--- config.mk ---
export PLATFORM = sky130hd
export DESIGN_NAME = sync_length_checksum_deframer_flat
export DESIGN_NICKNAME = d
export VERILOG_FILES = /design/src/rtl/core/slcd_pkg.sv /design/src/rtl/core/slcd_rx_if.sv /design/src/rtl/core/slcd_res_if.sv /design/src/rtl/core/slcd_parser.sv /design/src/rtl/core/slcd_out_buf.sv /design/src/rtl/core/sync_length_checksum_deframer.sv /design/src/flat_wrapper.sv
export SDC_FILE = /design/constraint.sdc
export NUM_CORES = 1
export LEC_CHECK = 0
export BUFFER_PORTS_ARGS = -buffer_cell sky130_fd_sc_hd__clkbuf_2
export CAP_MARGIN = 20
export CORE_UTILIZATION = 46
export DETAILED_ROUTE_END_ITERATION = 7
export RECOVER_POWER = 25
export SLEW_MARGIN = 20
export SYNTH_ARGS = -nofsm -noshare
export SYNTH_HDL_FRONTEND = slang
export SYNTH_SLANG_ARGS = --single-unit
--- constraint.sdc ---
create_clock -name clk -period 9.8 [get_ports clk]
set_input_delay 0.49 -clock clk [delete_from_list [all_inputs] [get_ports clk]]
set_output_delay 0.49 -clock clk [all_outputs]
set_load 0.02 [all_outputs]
--- src/rtl/core/slcd_pkg.sv ---
`default_nettype none

package slcd_pkg;

	localparam logic [7:0] SYNC_BYTE = 8'hAA;

	typedef enum logic [6:0] {
		PH_HUNT   = 7'b000_0001,
		PH_TYPE   = 7'b000_0010,
		PH_LEN_HI = 7'b000_0100,
		PH_LEN_LO = 7'b000_1000,
		PH_DATA   = 7'b001_0000,
		PH_CK_HI  = 7'b010_0000,
		PH_CK_LO  = 7'b100_0000
	} phase_t;

	typedef enum logic {
		KIND_PAYLOAD = 1'b0,
		KIND_END     = 1'b1
	} kind_t;

	typedef struct packed {
		kind_t       result_kind;
		logic [7:0]  payload_byte;
		logic [7:0]  frame_type;
		logic [15:0] frame_length;
		logic        frame_ok;
	} res_t;

endpackage

`default_nettype wire

--- src/rtl/core/slcd_rx_if.sv ---
`default_nettype none

interface slcd_rx_if;
	logic       valid;
	logic       ready;
	logic [7:0] rx_byte;

	modport source (output valid, output rx_byte, input ready);
	modport sink (input valid, input rx_byte, output ready);
endinterface

`default_nettype wire

--- src/rtl/core/slcd_res_if.sv ---
`default_nettype none

interface slcd_res_if;
	logic        valid;
	logic        ready;
	logic        result_kind;
	logic [7:0]  payload_byte;
	logic [7:0]  frame_type;
	logic [15:0] frame_length;
	logic        frame_ok;

	modport source (
		output valid, output result_kind, output payload_byte,
		output frame_type, output frame_length, output frame_ok,
		input ready
	);
	modport sink (
		input valid, input result_kind, input payload_byte,
		input frame_type, input frame_length, input frame_ok,
		output ready
	);
endinterface

`default_nettype wire

--- src/rtl/core/slcd_parser.sv ---
`default_nettype none

module slcd_parser
	import slcd_pkg::*;
(
	input  wire logic       clk,
	input  wire logic       arst_n,
	input  wire logic       accept,
	input  wire logic [7:0] rx_byte,
	output logic            res_valid,
	output res_t            res
);

	phase_t      phase_q, phase_d;
	logic [7:0]  type_q, type_d;
	logic [15:0] length_q, length_d;
	logic [15:0] left_q, left_d;
	logic [15:0] sum_q, sum_d;
	logic [7:0]  ck_hi_q, ck_hi_d;
	logic [15:0] sum_add;
	logic [15:0] len_full;

	assign sum_add  = sum_q + {8'h00, rx_byte};
	assign len_full = {length_q[15:8], rx_byte};

	always_comb begin
		phase_d   = phase_q;
		type_d    = type_q;
		length_d  = length_q;
		left_d    = left_q;
		sum_d     = sum_q;
		ck_hi_d   = ck_hi_q;
		res_valid = 1'b0;
		res.result_kind  = KIND_PAYLOAD;
		res.payload_byte = 8'h00;
		res.frame_type   = type_q;
		res.frame_length = length_q;
		res.frame_ok     = 1'b0;
		if (accept) begin
			case (phase_q)
				PH_TYPE: begin
					type_d  = rx_byte;
					sum_d   = sum_add;
					phase_d = PH_LEN_HI;
				end
				PH_LEN_HI: begin
					length_d = {rx_byte, 8'h00};
					sum_d    = sum_add;
					phase_d  = PH_LEN_LO;
				end
				PH_LEN_LO: begin
					length_d = len_full;
					left_d   = len_full;
					sum_d    = sum_add;
					phase_d  = (len_full == 16'h0000) ? PH_CK_HI : PH_DATA;
				end
				PH_DATA: begin
					sum_d  = sum_add;
					left_d = left_q - 16'h0001;
					if (left_q == 16'h0001) begin
						phase_d = PH_CK_HI;
					end
					res_valid        = 1'b1;
					res.payload_byte = rx_byte;
				end
				PH_CK_HI: begin
					ck_hi_d = rx_byte;
					phase_d = PH_CK_LO;
				end
				PH_CK_LO: begin
					res_valid       = 1'b1;
					res.result_kind = KIND_END;
					res.frame_ok    = ({ck_hi_q, rx_byte} == sum_q);
					phase_d         = PH_HUNT;
				end
				default: begin
					phase_d = PH_HUNT;
					if (rx_byte == SYNC_BYTE) begin
						sum_d   = {8'h00, SYNC_BYTE};
						phase_d = PH_TYPE;
					end
				end
			endcase
		end
	end

	always_ff @(posedge clk or negedge arst_n) begin
		if (!arst_n) begin
			phase_q  <= PH_HUNT;
			type_q   <= '0;
			length_q <= '0;
			left_q   <= '0;
			sum_q    <= '0;
			ck_hi_q  <= '0;
		end else begin
			phase_q  <= phase_d;
			type_q   <= type_d;
			length_q <= length_d;
			left_q   <= left_d;
			sum_q    <= sum_d;
			ck_hi_q  <= ck_hi_d;
		end
	end

	a_data_has_bytes: assert property (@(posedge clk) disable iff (!arst_n)
		(phase_q == PH_DATA) |-> (left_q != 16'h0000))
		else $error("payload phase with no bytes left");

	a_end_to_hunt: assert property (@(posedge clk) disable iff (!arst_n)
		(res_valid && res.result_kind == KIND_END) |=> (phase_q == PH_HUNT))
		else $error("frame end did not return to hunting");

	a_res_needs_word: assert property (@(posedge clk) disable iff (!arst_n)
		res_valid |-> accept)
		else $error("result without an accepted word");

endmodule

`default_nettype wire

--- src/rtl/core/slcd_out_buf.sv ---
`default_nettype none

module slcd_out_buf
	import slcd_pkg::*;
(
	input  wire logic clk,
	input  wire logic arst_n,
	input  wire logic in_valid,
	input  wire res_t in_data,
	output logic      in_ready,
	output logic      out_valid,
	output res_t      out_data,
	input  wire logic out_ready
);

	logic main_valid_q;
	logic skid_valid_q;
	res_t main_q;
	res_t skid_q;
	logic main_free;

	assign main_free = !main_valid_q || out_ready;
	assign in_ready  = !skid_valid_q;
	assign out_valid = main_valid_q;
	assign out_data  = main_q;

	always_ff @(posedge clk or negedge arst_n) begin
		if (!arst_n) begin
			main_valid_q <= 1'b0;
			skid_valid_q <= 1'b0;
		end else if (main_free) begin
			if (skid_valid_q) begin
				main_valid_q <= 1'b1;
				skid_valid_q <= 1'b0;
			end else begin
				main_valid_q <= in_valid;
			end
		end else if (in_valid) begin
			skid_valid_q <= 1'b1;
		end
	end

	always_ff @(posedge clk) begin
		if (main_free) begin
			main_q <= skid_valid_q ? skid_q : in_data;
		end else if (in_valid) begin
			skid_q <= in_data;
		end
	end

	a_skid_behind_main: assert property (@(posedge clk) disable iff (!arst_n)
		skid_valid_q |-> main_valid_q)
		else $error("skid word held with empty output register");

	a_no_push_when_full: assert property (@(posedge clk) disable iff (!arst_n)
		skid_valid_q |-> !in_valid)
		else $error("word pushed into full buffer");

	a_stall_keeps_word: assert property (@(posedge clk) disable iff (!arst_n)
		(main_valid_q && !out_ready) |=> (main_valid_q && $stable(main_q)))
		else $error("stalled output word lost or changed");

endmodule

`default_nettype wire

--- src/rtl/core/sync_length_checksum_deframer.sv ---
// Sync/type/length deframer with a 16-bit additive checksum. Takes one byte per
// clock on rx while ready, hunts for 0xAA, then reads type, big-endian length,
// payload and big-endian checksum; each payload byte comes out on res as a
// payload word and the last checksum byte gives one end word carrying type,
// length and frame_ok. A byte is handled in the cycle it is accepted, so one
// byte per cycle is sustained while rx is ready; results are registered before
// they reach res. A two-word output register with skid keeps rx ready while
// a result waits; rx drops ready only with a second result behind a stalled one.
`default_nettype none

module sync_length_checksum_deframer
	import slcd_pkg::*;
(
	input wire logic clk,
	input wire logic arst_n,
	slcd_rx_if.sink  rx,
	slcd_res_if.source res
);

	logic accept;
	logic buf_ready;
	logic res_valid;
	res_t res_word;
	res_t out_word;

	assign rx.ready = buf_ready;
	assign accept   = rx.valid && buf_ready;

	slcd_parser u_parser (
		.clk       (clk),
		.arst_n    (arst_n),
		.accept    (accept),
		.rx_byte   (rx.rx_byte),
		.res_valid (res_valid),
		.res       (res_word)
	);

	slcd_out_buf u_out_buf (
		.clk       (clk),
		.arst_n    (arst_n),
		.in_valid  (res_valid),
		.in_data   (res_word),
		.in_ready  (buf_ready),
		.out_valid (res.valid),
		.out_data  (out_word),
		.out_ready (res.ready)
	);

	assign res.result_kind  = out_word.result_kind;
	assign res.payload_byte = out_word.payload_byte;
	assign res.frame_type   = out_word.frame_type;
	assign res.frame_length = out_word.frame_length;
	assign res.frame_ok     = out_word.frame_ok;

endmodule

`default_nettype wire
--- src/flat_wrapper.sv ---
// flat-port wrapper written by rule: the top's interface ports become plain ports
module sync_length_checksum_deframer_flat import slcd_pkg::*;
  (clk, arst_n, rx_valid, rx_rx_byte, rx_ready, res_valid, res_result_kind, res_payload_byte, res_frame_type, res_frame_length, res_frame_ok, res_ready);
  slcd_rx_if rx_i ();
  slcd_res_if res_i ();
  input wire logic clk;
  input wire logic arst_n;
  input wire logic [$bits(rx_i.valid)-1:0] rx_valid;
  input wire logic [$bits(rx_i.rx_byte)-1:0] rx_rx_byte;
  output wire logic [$bits(rx_i.ready)-1:0] rx_ready;
  output wire logic [$bits(res_i.valid)-1:0] res_valid;
  output wire logic [$bits(res_i.result_kind)-1:0] res_result_kind;
  output wire logic [$bits(res_i.payload_byte)-1:0] res_payload_byte;
  output wire logic [$bits(res_i.frame_type)-1:0] res_frame_type;
  output wire logic [$bits(res_i.frame_length)-1:0] res_frame_length;
  output wire logic [$bits(res_i.frame_ok)-1:0] res_frame_ok;
  input wire logic [$bits(res_i.ready)-1:0] res_ready;
  assign rx_i.valid = rx_valid;
  assign rx_i.rx_byte = rx_rx_byte;
  assign rx_ready = rx_i.ready;
  assign res_valid = res_i.valid;
  assign res_result_kind = res_i.result_kind;
  assign res_payload_byte = res_i.payload_byte;
  assign res_frame_type = res_i.frame_type;
  assign res_frame_length = res_i.frame_length;
  assign res_frame_ok = res_i.frame_ok;
  assign res_i.ready = res_ready;
  sync_length_checksum_deframer u_core (.clk(clk), .arst_n(arst_n), .rx(rx_i), .res(res_i));
endmodule
* Word level (Yosys, flattened, before mapping)
Cells that the tools add are included.
** Storage, ports and cells
- Register bits :: 141
- Input port bits :: 12
- Output and inout bits :: 36
- Word-level logic and storage cells :: 73
** Cells by class
- Add/sub/neg operators :: 2
- Equal/unequal tests :: 10
- Mux-type cells :: 19
- Bitwise gates (word level) :: 3
- Reduce and logical (&&, ||, !) cells :: 20
** Operator list (number)
- $pmux 16 s2 :: 3
- $pmux 7 s6 :: 1
- $mux 34 :: 1
- $add 16x8->16 :: 1
- $eq 16x1->1 const B :: 1
- $eq 16x16->1 :: 1
- $logic_not 16->1 :: 1
- $mux 16 :: 1
- $sub 16x1->16 const B :: 1
- $reduce_and 2->1 :: 6
- $mux 9 :: 1
- $eq 8x8->1 const B :: 1
- $mux 1 :: 8
- $mux 8 :: 1
- $reduce_bool 2->1 :: 4
- $eq 7x2->1 const B :: 1
- $eq 7x3->1 const B :: 1
- $eq 7x4->1 const B :: 1
- $eq 7x5->1 const B :: 1
- $eq 7x6->1 const B :: 1
- $eq 7x7->1 const B :: 1
- $mux 7 :: 1
- $mux 6 :: 1
- $reduce_and 3->1 :: 2
- other kinds (8) :: 12

* Longest topological paths before layout
Gate-level depths: netlist of the first run.
- Word-level depth :: 6
- Gate-level depth with buffers :: 8
- Gate-level depth less buffers :: 8

* By module
A second synthesis of the first run with hierarchy kept.
** Unflattened totals
- Cells, all modules :: 533
- Area total of the unflattened synthesis :: 6688.9 sq um
** Modules (own cells, without submodules)
- slcd_parser :: times used 1, cells each 417, area an instance 4002.6 sq um, seq. area each 1778.0 sq um
- slcd_out_buf :: times used 1, cells each 115, area an instance 2680.1 sq um, seq. area each 2092.0 sq um
- sync_length_checksum_deframer :: times used 1, cells each 1, area an instance 6.3 sq um, seq. area each 0.0 sq um

* Worst setup path before layout of the first run
No wires, ideal clock.
- Kind :: input port to flip-flop
- Start :: input port res_ready
- End :: register u_core.u_out_buf.skid_q[0] (netlist name) (enable)
- Library setup time :: 0.425 ns
- Arrival time :: 2.938 ns
- Data required time :: 9.375 ns
- Slack :: 6.437 ns
- Cell stages on the path :: 2
- Buffers on the path :: 0
- Cell sequence :: nand2b_1 > nor2_1
** Between the ends
- Word-level cells in the longest chain between the ends :: 3
** Ends and longest elaborated chain
- start, declared :: line flat_wrapper.sv:17 : input wire logic [$bits(res_i.ready)-1:0] res_ready;
- $logic_or 1x1->1 :: line slcd_out_buf.sv:22 : assign main_free = !main_valid_q || out_ready;
- $not 1->1 (no source line)
- $reduce_and 2->1 (no source line)
- end signal, assigned :: line slcd_out_buf.sv:47 : skid_q <= in_data;
- end, declared :: line slcd_out_buf.sv:19 : res_t skid_q;
No other way between the ends.
A chain may end at the register's enable or synchronous reset.

==> results of run 1 <==
## sequential cells by signal (all words and copies together) (netlist names)
name	flops
u_core.u_out_buf.out_valid	1
u_core.u_parser.length_q	16
u_core.u_out_buf.skid_valid_q	1
u_core.u_parser.ck_hi_q	8
u_core.u_out_buf.skid_q	34
u_core.u_parser.phase_q	7
u_core.u_out_buf.out_data	34
u_core.u_parser.type_q	8
u_core.u_parser.sum_q	16
u_core.u_parser.left_q	16
## final cells by class
| type | count | share of cell area |
|---|---|---|
| Clock buffer | 17 | 0.0569 |
| Clock inverter | 15 | 0.0167 |
| Inverter | 5 | 0.00251 |
| Multi-Input combinational cell | 352 | 0.341 |
| Sequential cell | 141 | 0.517 |
| Tap cell | 180 | 0.0301 |
| Timing Repair Buffer | 51 | 0.0350 |
## worst paths after layout
check | from | endpoint | cells past startpoint
setup reg to reg | u_core.u_parser.phase_q[5]$_DFFE_PN0P_ | u_core.u_out_buf.skid_q[24]$_DFFE_PP_ | 6
setup / recovery | arst_n | u_core.u_parser.ck_hi_q[2]$_DFFE_PN0P_ | 2
hold / removal | u_core.u_parser.type_q[7]$_DFFE_PN0P_ | u_core.u_out_buf.skid_q[24]$_DFFE_PP_ | 0
hold reg to reg | u_core.u_parser.type_q[7]$_DFFE_PN0P_ | u_core.u_out_buf.skid_q[24]$_DFFE_PP_ | 0
max in group clk | u_core.u_parser.phase_q[5]$_DFFE_PN0P_ | u_core.u_out_buf.skid_q[24]$_DFFE_PP_ | 6
min in group asynchronous | arst_n | u_core.u_parser.length_q[6]$_DFFE_PN0P_ | 2
## cells by family (layout without fill, tap and decap cells)
logic type | Yosys count | in the layout | share of synthesized area
XOR/XNOR | 16 | 16 | 0.0215
buffers and inverters | 23 | 88 | 0.0165
flip-flops | 141 | 141 | 0.593
AND/OR/NAND/NOR | 172 | 172 | 0.144
AO/OA/AOI/OAI | 100 | 100 | 0.112
multiplexers | 53 | 53 | 0.0913
adder cells (fa/ha/maj) | 11 | 11 | 0.0222
## where the power goes
group	total (W)	switching [W]	internal, W
clock	0.000596	0.000249	0.000347
combinational	0.0000591	0.0000385	0.0000206
sequential	0.000629	0.00000484	0.000624
## layer usage
metal | vias to the layer above | track usage
met4 | 0 | 0.0779
met5 | - | 0
li1 | 2052 | -
met2 | 92 | 0.315
met1 | 2177 | 0.294
met3 | 14 | 0.0484
## worst register-to-register path, cell delays in order (launching register included)
cell	delay (ns)
dfrtp_1	0.47
nor3_4	0.36
nand4b_2	0.34
nor2_1	0.38
nor2_1	0.10
nor2_2	0.09
buf_4	0.42
## cell usage in the layout (no fill, tap or decap), types with 5 or more instances in the layout
cell type / netlist / layout
a21o_1: 17 / 17
a21oi_1: 18 / 18
a22o_1: 5 / 5
a31oi_1: 6 / 6
a32oi_1: 9 / 9
and3_1: 17 / 17
clkbuf_16: 0 / 17
clkbuf_2: 0 / 46
clkinv_4: 0 / 5
dfrtp_1: 72 / 72
edfxtp_1: 68 / 68
ha_1: 10 / 10
inv_1: 5 / 5
mux2_2: 48 / 48
nand2_1: 71 / 71
nand3_1: 12 / 12
nand4_1: 5 / 5
nor2_1: 22 / 21
nor3_1: 8 / 8
nor4_1: 8 / 8
o21ai_0: 16 / 16
xor2_1: 12 / 12
## through the flow
| step | utilization | setup slack, ns | instance area (µm²) | cells | power [W] |
|---|---|---|---|---|---|
| after detailed placement | 0.499 | 7.24 | 6930 | 729 | 0.000699 |
| after floorplan | - | 6.44 | 6530 | 516 | 0.000674 |
| after global routing | 0.539 | 5.10 | 7480 | 761 | 0.00133 |
| final | 0.539 | 5.92 | 7480 | 761 | 0.00128 |
| after global placement | 0.499 | 7.30 | 6930 | 729 | 0.000697 |
| after CTS | 0.539 | 7.24 | 7480 | 761 | 0.00130 |
==> metrics.txt, run 1 <==
Via density 5.70; crit path cell chain buf_2 -> clkbuf_1; CP Launch Type input port; CP Data Required Time 9.37 ns; PD cells 172 nW/µm²; hold slack 0.472 ns; Diodes inserted 0; Avg Cell Area, Syn 12.6 µm²; DIE HEIGHT 121 µm; pin slew with the least headroom to its limit 4.07 ns; initial antenna violation count 0; WP buf/inv 2; cts hold-fix bufs 0; total global routing overflow 0; CORE AREA 13900 µm²; Post-DP HPWL 9230 µm; metal2 WL 6360 µm; CP peak stage delay 2.84 ns; area of the die 14700 µm²; I/O Buffers 47; DR pass1 iterations 4; CTS tree yes; Post-Syn Area 6530 µm²; async set or reset register ratio after synthesis 0.518; DR vias 4335; post-cts sizing count 0; worst skew pair latency 0.42 ns; starting density of the core 0.470; Min-Delay Path Class register to register; Fin Clk Skew 0.00518 ns; crit path max-delay cell type clkbuf_1; Met3 Wirelength 594 µm; crit share post-route 0.396; MaxCap Viol Count 1; WS Path Type input port to asynchronous set/reset pin; status complete, but fails checks; CP Data Arrival Time 3.46 ns; final wirelength 14000 µm; Sink Count 141; Die X 121 µm; I/O pins 48; gr usage total 0.209; failing checks capacitance limit, slew limit; multi-input logic area 2550 µm²; Post-synth EDFFs 68; CTS root buf clkbuf_16; vias in the first global route 4139; Fmax 258 MHz; max-slew violation count 74; Rows 43; largest area contributor in the netlist edfxtp_1; Setup TNS 0 ns; routed length per placed instance 18.4 µm; Netlist cell types 65; Crit. End Element asynchronous set/reset pin; FILL cells 1176; final setup vio count 0; top layer in use met4; top-count cell post-synth dfrtp_1; Routed Antenna Nets 0; DRT iter0 DRCs 354; largest net degree at the start of global routing 74; Reg clk slew, reported paths 0.06 ns; RSZ-0062 raised after global routing false; met1 wire length 6840 µm; fin crit period 3.88 ns; CTS buffer count 17; relative slew slack -1.71; final hold violations 0; top_reg_cell synth dfrtp_1; Longest Clk Path Bufs 2; crit-path leading delay family buffers and inverters; placer's final routability congestion estimate 0.830; FF+latch area 3870 µm²; syn_nets 539; CTS H-tree lvls 4; R2R setup slack 7.27 ns; Post CTS Setup Buffer Count 0; Synth-to-Final Area Change 14.6%; register bit count reported by yosys 141; Synth area leaders edfxtp_1, dfrtp_1, mux2_2; Cells after Synth 516; leakage 3.45 nW; VDD IR max 111 µV; Crit Path Max Fanout 73; top cell type's share of synthesized area 0.313; Residual DRC 0; first-pass GRT wire length 22700 µm; register area share after synthesis 0.593; Yosys warnings 0; share of layout cells above drive strength 1 0.269; Post-synth top cells dfrtp_1, nand2_1, edfxtp_1; nets 591
Note: power is estimated with default switching activity, not from simulation.
==> run 2, diff against run 1 <==
Clock period 9.8 ns to 4 ns, I/O delays scaled along.
==> run 2 against run 1 <==
  * The flow still finishes with violations (capacitance limit, slew limit)
  * Setup slack got worse by 4.6 ns
  * Core utilization increased by 0.090 points
  * First-iteration DRC count increased by 14%
  * Largest cell class unchanged
  * Clock power increased to 2.5 times the previous value
  * Critical path depth increased by 4
  * Register-to-register slack got worse by 5.9 ns
  * Non-clock buffer count increased by 3
  * Via count increased by 0.44%
  * Sequential power increased by 140%
  * Highest routed layer unchanged
  * Clock skew increased by 0.0056 ns
  * Wire length increased by 2.6%
==> metrics.txt, run 2 (synthesis gave the netlist of run 1 again) <==
crit path max-delay cell type dfrtp_1; CORE AREA 13900 µm²; CP Launch Type register; placer's final routability congestion estimate 0.888; I/O pins 48; most common cell after layout, fill and taps aside dfrtp_1; CP Data Required Time 4.08 ns; WS Path Type register to register; initial antenna violation count 0; post-cts sizing count 0; DRT iter0 DRCs 402; final setup vio count 0; CTS H-tree lvls 4; total global routing overflow 0; RSZ-0062 raised after global routing false; routed length per placed instance 18.8 µm; Crit Path Max Fanout 28; failing checks capacitance limit, slew limit; CP Data Arrival Time 2.74 ns; total power 0.00319 W; final hold violations 0; I/O Buffers 47; nets 594; area of the die 14700 µm²; PD cells 426 nW/µm²; Synth-to-Final Area Change 14.8%; cts hold-fix bufs 1; gr usage total 0.215; vias in the first global route 4300; Post CTS Setup Buffer Count 0; Rows 43; Die X 121 µm; Fmax 375 MHz; Residual DRC 0; CTS buffer count 17; crit-path leading delay family simple AND/OR/NAND/NOR gates; DR pass1 iterations 6; final wirelength 14300 µm; crit share post-route 0.666; max-slew violation count 32; Sink Count 141; relative slew slack -0.162; Min-Delay Path Class input port to register; VDD IR max 300 µV; Post-DP HPWL 9410 µm; CTS root buf clkbuf_16; Crit. End Element register; starting density of the core 0.470; largest net degree at the start of global routing 44; worst skew pair latency 0.42 ns; DIE HEIGHT 121 µm; crit path cell chain nor3_4 -> nand4b_2 -> nor2_1 -> nor2_1 -> nor2_2 -> buf_4; Diodes inserted 0; Setup TNS 0 ns; Longest Clk Path Bufs 2; first-pass GRT wire length 23400 µm; pin slew with the least headroom to its limit 1.74 ns; commonest cells after routing, fill and taps aside dfrtp_1, nand2_1, edfxtp_1, mux2_2, clkbuf_1; CP peak stage delay 0.47 ns; DR vias 4354; post-route setup slack 1.34 ns; Top cell by count, worst path nor2_1; leakage 3.39 nW; Post-Place Worst Slack 1.34 ns; WP buf/inv 1; CTS tree yes; status complete, but fails checks; MaxCap Viol Count 1; fin crit period 2.66 ns; Reg clk slew, reported paths 0.06 ns; Via density 5.70; share of layout cells above drive strength 1 0.226; Routed Antenna Nets 0; Fin Clk Skew 0.0108 ns
==> run 2: cell count changes in the layout (fill, tap and decap cells not counted), sizes merged <==
cell	change
clkbuf	+5
clkinv	-5
buf	+2
dlygate4sd3	+1
==> run 2: power by group <==
group	internal [W]	switching, W	total (W)	leakage (nW)
Clock	0.000908	0.000601	0.00151	0.275
Sequential	0.00153	0.0000124	0.00154	1.74
Combinational	0.0000506	0.0000934	0.000144	1.37
Total	0.00249	0.000707	0.00319	3.39
==> run 2: layer usage <==
layer  track usage  vias to the layer above  wire length [µm]
li1              -                     2071                 -
met2         0.324                      125              6400
met4        0.0880                        0               323
met3        0.0559                       19               665
met1         0.295                     2139              6960
met5             0                        -                 0
==> run 2: worst min-delay path, delay by kind of cell <==
family                 cells  cell delay [ns]
and+or+nand+nor            2             0.17
buffers and inverters      1             0.18
==> run 2: metrics by stage <==
step,area (µm²),instances,hold WS [ns],util
after global routing,7490,764,0.177,0.540
after global placement,6950,731,0.303,0.501
after CTS,7520,764,0.162,0.542
after detailed placement,6950,731,0.308,0.501
after floorplan,6530,516,-0.0956,-
final,7490,764,0.178,0.540
==> run 2: cell type report <==
cell class	count	area (µm²)
fillers	1205	6390
flip-flops and latches	141	3870
multi-input cells	352	2550
clock buffers	22	475
repair buffers	54	258
well taps	180	225
clock inverters	10	91.3
inverters	5	18.8
==> run 2: worst paths after layout <==
check | from | to | slack [ns] | depth (start not counted)
worst min register to register | u_core.u_parser.type_q[7]$_DFFE_PN0P_ | u_core.u_out_buf.skid_q[24]$_DFFE_PP_ | 0.48 | 0
min in group asynchronous | arst_n | u_core.u_parser.left_q[3]$_DFFE_PN0P_ | 0.78 | 2
max in group asynchronous | arst_n | u_core.u_parser.length_q[11]$_DFFE_PN0P_ | 1.84 | 3
worst max register to register | u_core.u_parser.phase_q[5]$_DFFE_PN0P_ | u_core.u_out_buf.skid_q[23]$_DFFE_PP_ | 1.34 | 6
worst min-delay path | rx_rx_byte[4] | u_core.u_parser.length_q[4]$_DFFE_PN0P_ | 0.18 | 3
worst max-delay path | u_core.u_parser.phase_q[5]$_DFFE_PN0P_ | u_core.u_out_buf.skid_q[23]$_DFFE_PP_ | 1.34 | 6
==> run 3, diff against run 2 <==
Settings changed: PLACE_DENSITY set to 0.66.
Clock period 4 ns to 2.2 ns, I/O delays scaled along.
==> run 3 against run 2 <==
  * The run now ends clean
  * Sequential share of layout area down 1.6 points
  * Core utilization up 1.7 points
  * First-iteration DRC count up 25%
  * Sequential power up 82%
  * Fmax up 27%
==> metrics.txt, run 3 (synthesis gave the netlist of run 1 again) <==
top layer in use met4; share of layout cells above drive strength 1 0.301; Fin Clk Skew 0.00739 ns; post-route design area 7720 µm²; final wirelength 14700 µm; multi-input logic area 2610 µm²; leakage 3.57 nW; R2R setup slack 0.11 ns; most common cell after layout, fill and taps aside dfrtp_1; routed length per placed instance 18.7 µm; starting density of the core 0.470; CTS H-tree lvls 4; pin slew with the least headroom to its limit 1.25 ns; Routed Antenna Nets 0; CP Launch Type register; Diodes inserted 0; MaxCap Viol Count 0; placed inst area 7170 µm²; total power 0.00564 W; CTS buffer count 17; placer's final routability congestion estimate 0.859; RSZ-0062 raised after global routing false; Reg clk slew, reported paths 0.06 ns; Reg2Reg Launch Point u_core.u_parser.left_q[10]$_DFFE_PN0P_; Synth-to-Final Area Change 18.4%; final setup vio count 0; Met3 Wirelength 762 µm; hold wc startpoint rx_rx_byte[6]; FF+latch area 3870 µm²; I/O Buffers 47; I/O pins 48; crit share post-route 0.952; Residual DRC 0; Die X 121 µm; vias in the first global route 4521; status finished clean; Longest Clk Path Bufs 2; Crit. Startpoint u_core.u_parser.left_q[10]$_DFFE_PN0P_; nets 617; largest net degree at the start of global routing 37; commonest cells after routing, fill and taps aside dfrtp_1, nand2_1, edfxtp_1, mux2_2, clkbuf_2; WS Path Type register to register; hold slack 0.0943 ns; CORE AREA 13900 µm²; Crit Path Max Fanout 9; DRT iter0 DRCs 502; initial antenna violation count 0; CP Data Required Time 2.50 ns; Min-Delay Path Class input port to register; cells on worst reg2reg path 5; Post-DP HPWL 10300 µm; Crit. End Element register; Via density 5.80; CTS root buf clkbuf_16; final hold violations 0; DR vias 4562; Rows 43; DIE HEIGHT 121 µm; PD cells 730 nW/µm²; metal2 WL 6930 µm; CP Capture Point u_core.u_parser.phase_q[6]$_DFFE_PN0P_; worst skew pair latency 0.42 ns; gr usage total 0.222; R2R Path End u_core.u_parser.phase_q[6]$_DFFE_PN0P_; first-pass GRT wire length 24300 µm; post-layout util 0.557; met1 wire length 6770 µm; CTS tree yes; Sink Count 141; Fmax 478 MHz; CP Data Arrival Time 2.39 ns; FILL cells 1137; relative slew slack 0.167; Setup TNS 0 ns; area of the die 14700 µm²; total global routing overflow 0; max-slew violation count 0; DR pass1 iterations 5; VDD IR max 545 µV; fin crit period 2.09 ns
run 3: where the power goes:
part	total (W)	internal [W]	switching, W
clock network	0.00255	0.00149	0.00107
registers	0.00280	0.00278	0.0000219
logic	0.000290	0.000110	0.000180
run 3: per-layer routing:
layer  vias to the layer above  global-route usage
met5                         -                   0
met4                         0              0.0934
met3                        25              0.0522
met2                       161               0.342
met1                      2263               0.301
li1                       2113                   -
run 3: worst max-delay path, cell delays in order, from the launching register on:
cell and delay, ns:
dfrtp_1 0.41, or4_4 0.58, nor4_4 0.23, and4bb_1 0.30, o21ai_4 0.13, mux2_4 0.33
run 3: worst min path at each step:
stage	end	cells after the start
global route	u_core.u_parser.length_q[14]$_DFFE_PN0P_	2
global placement	u_core.u_parser.length_q[5]$_DFFE_PN0P_	1
CTS	u_core.u_parser.length_q[14]$_DFFE_PN0P_	2
finish	u_core.u_parser.length_q[14]$_DFFE_PN0P_	2
detailed placement	u_core.u_parser.length_q[5]$_DFFE_PN0P_	1
floorplan	u_core.u_out_buf.out_valid$_DFFE_PN0N_	0
run 3: per-stage QoR:
step           instances  setup WS [ns]
2_1_floorplan        516         0.0141
3_3_place_gp         754          0.154
3_5_place_dp         754          0.107
4_1_cts              787         0.0880
5_1_grt              787       0.000651
6_report             787          0.106
run 3: final cells by class:
| type | instances | area share |
|---|---|---|
| flip-flops and latches | 141 | 0.501 |
| multi-input cells | 352 | 0.337 |
| repair buffers | 77 | 0.0614 |
| clock buffers | 21 | 0.0596 |
| well taps | 180 | 0.0292 |
| clock inverters | 11 | 0.00907 |
| inverters | 5 | 0.00243 |
run 3: what timing repair did:
| item | 4_1_cts | 5_1_grt |
|---|---|---|
| hold endpoints to repair | 21 | 0 |
| buffers inserted | 0 | 0 |
| hold buffers | 1 | 0 |
| resized for setup | 0 | 5 |
| setup endpoints to repair | 0 | 17 |
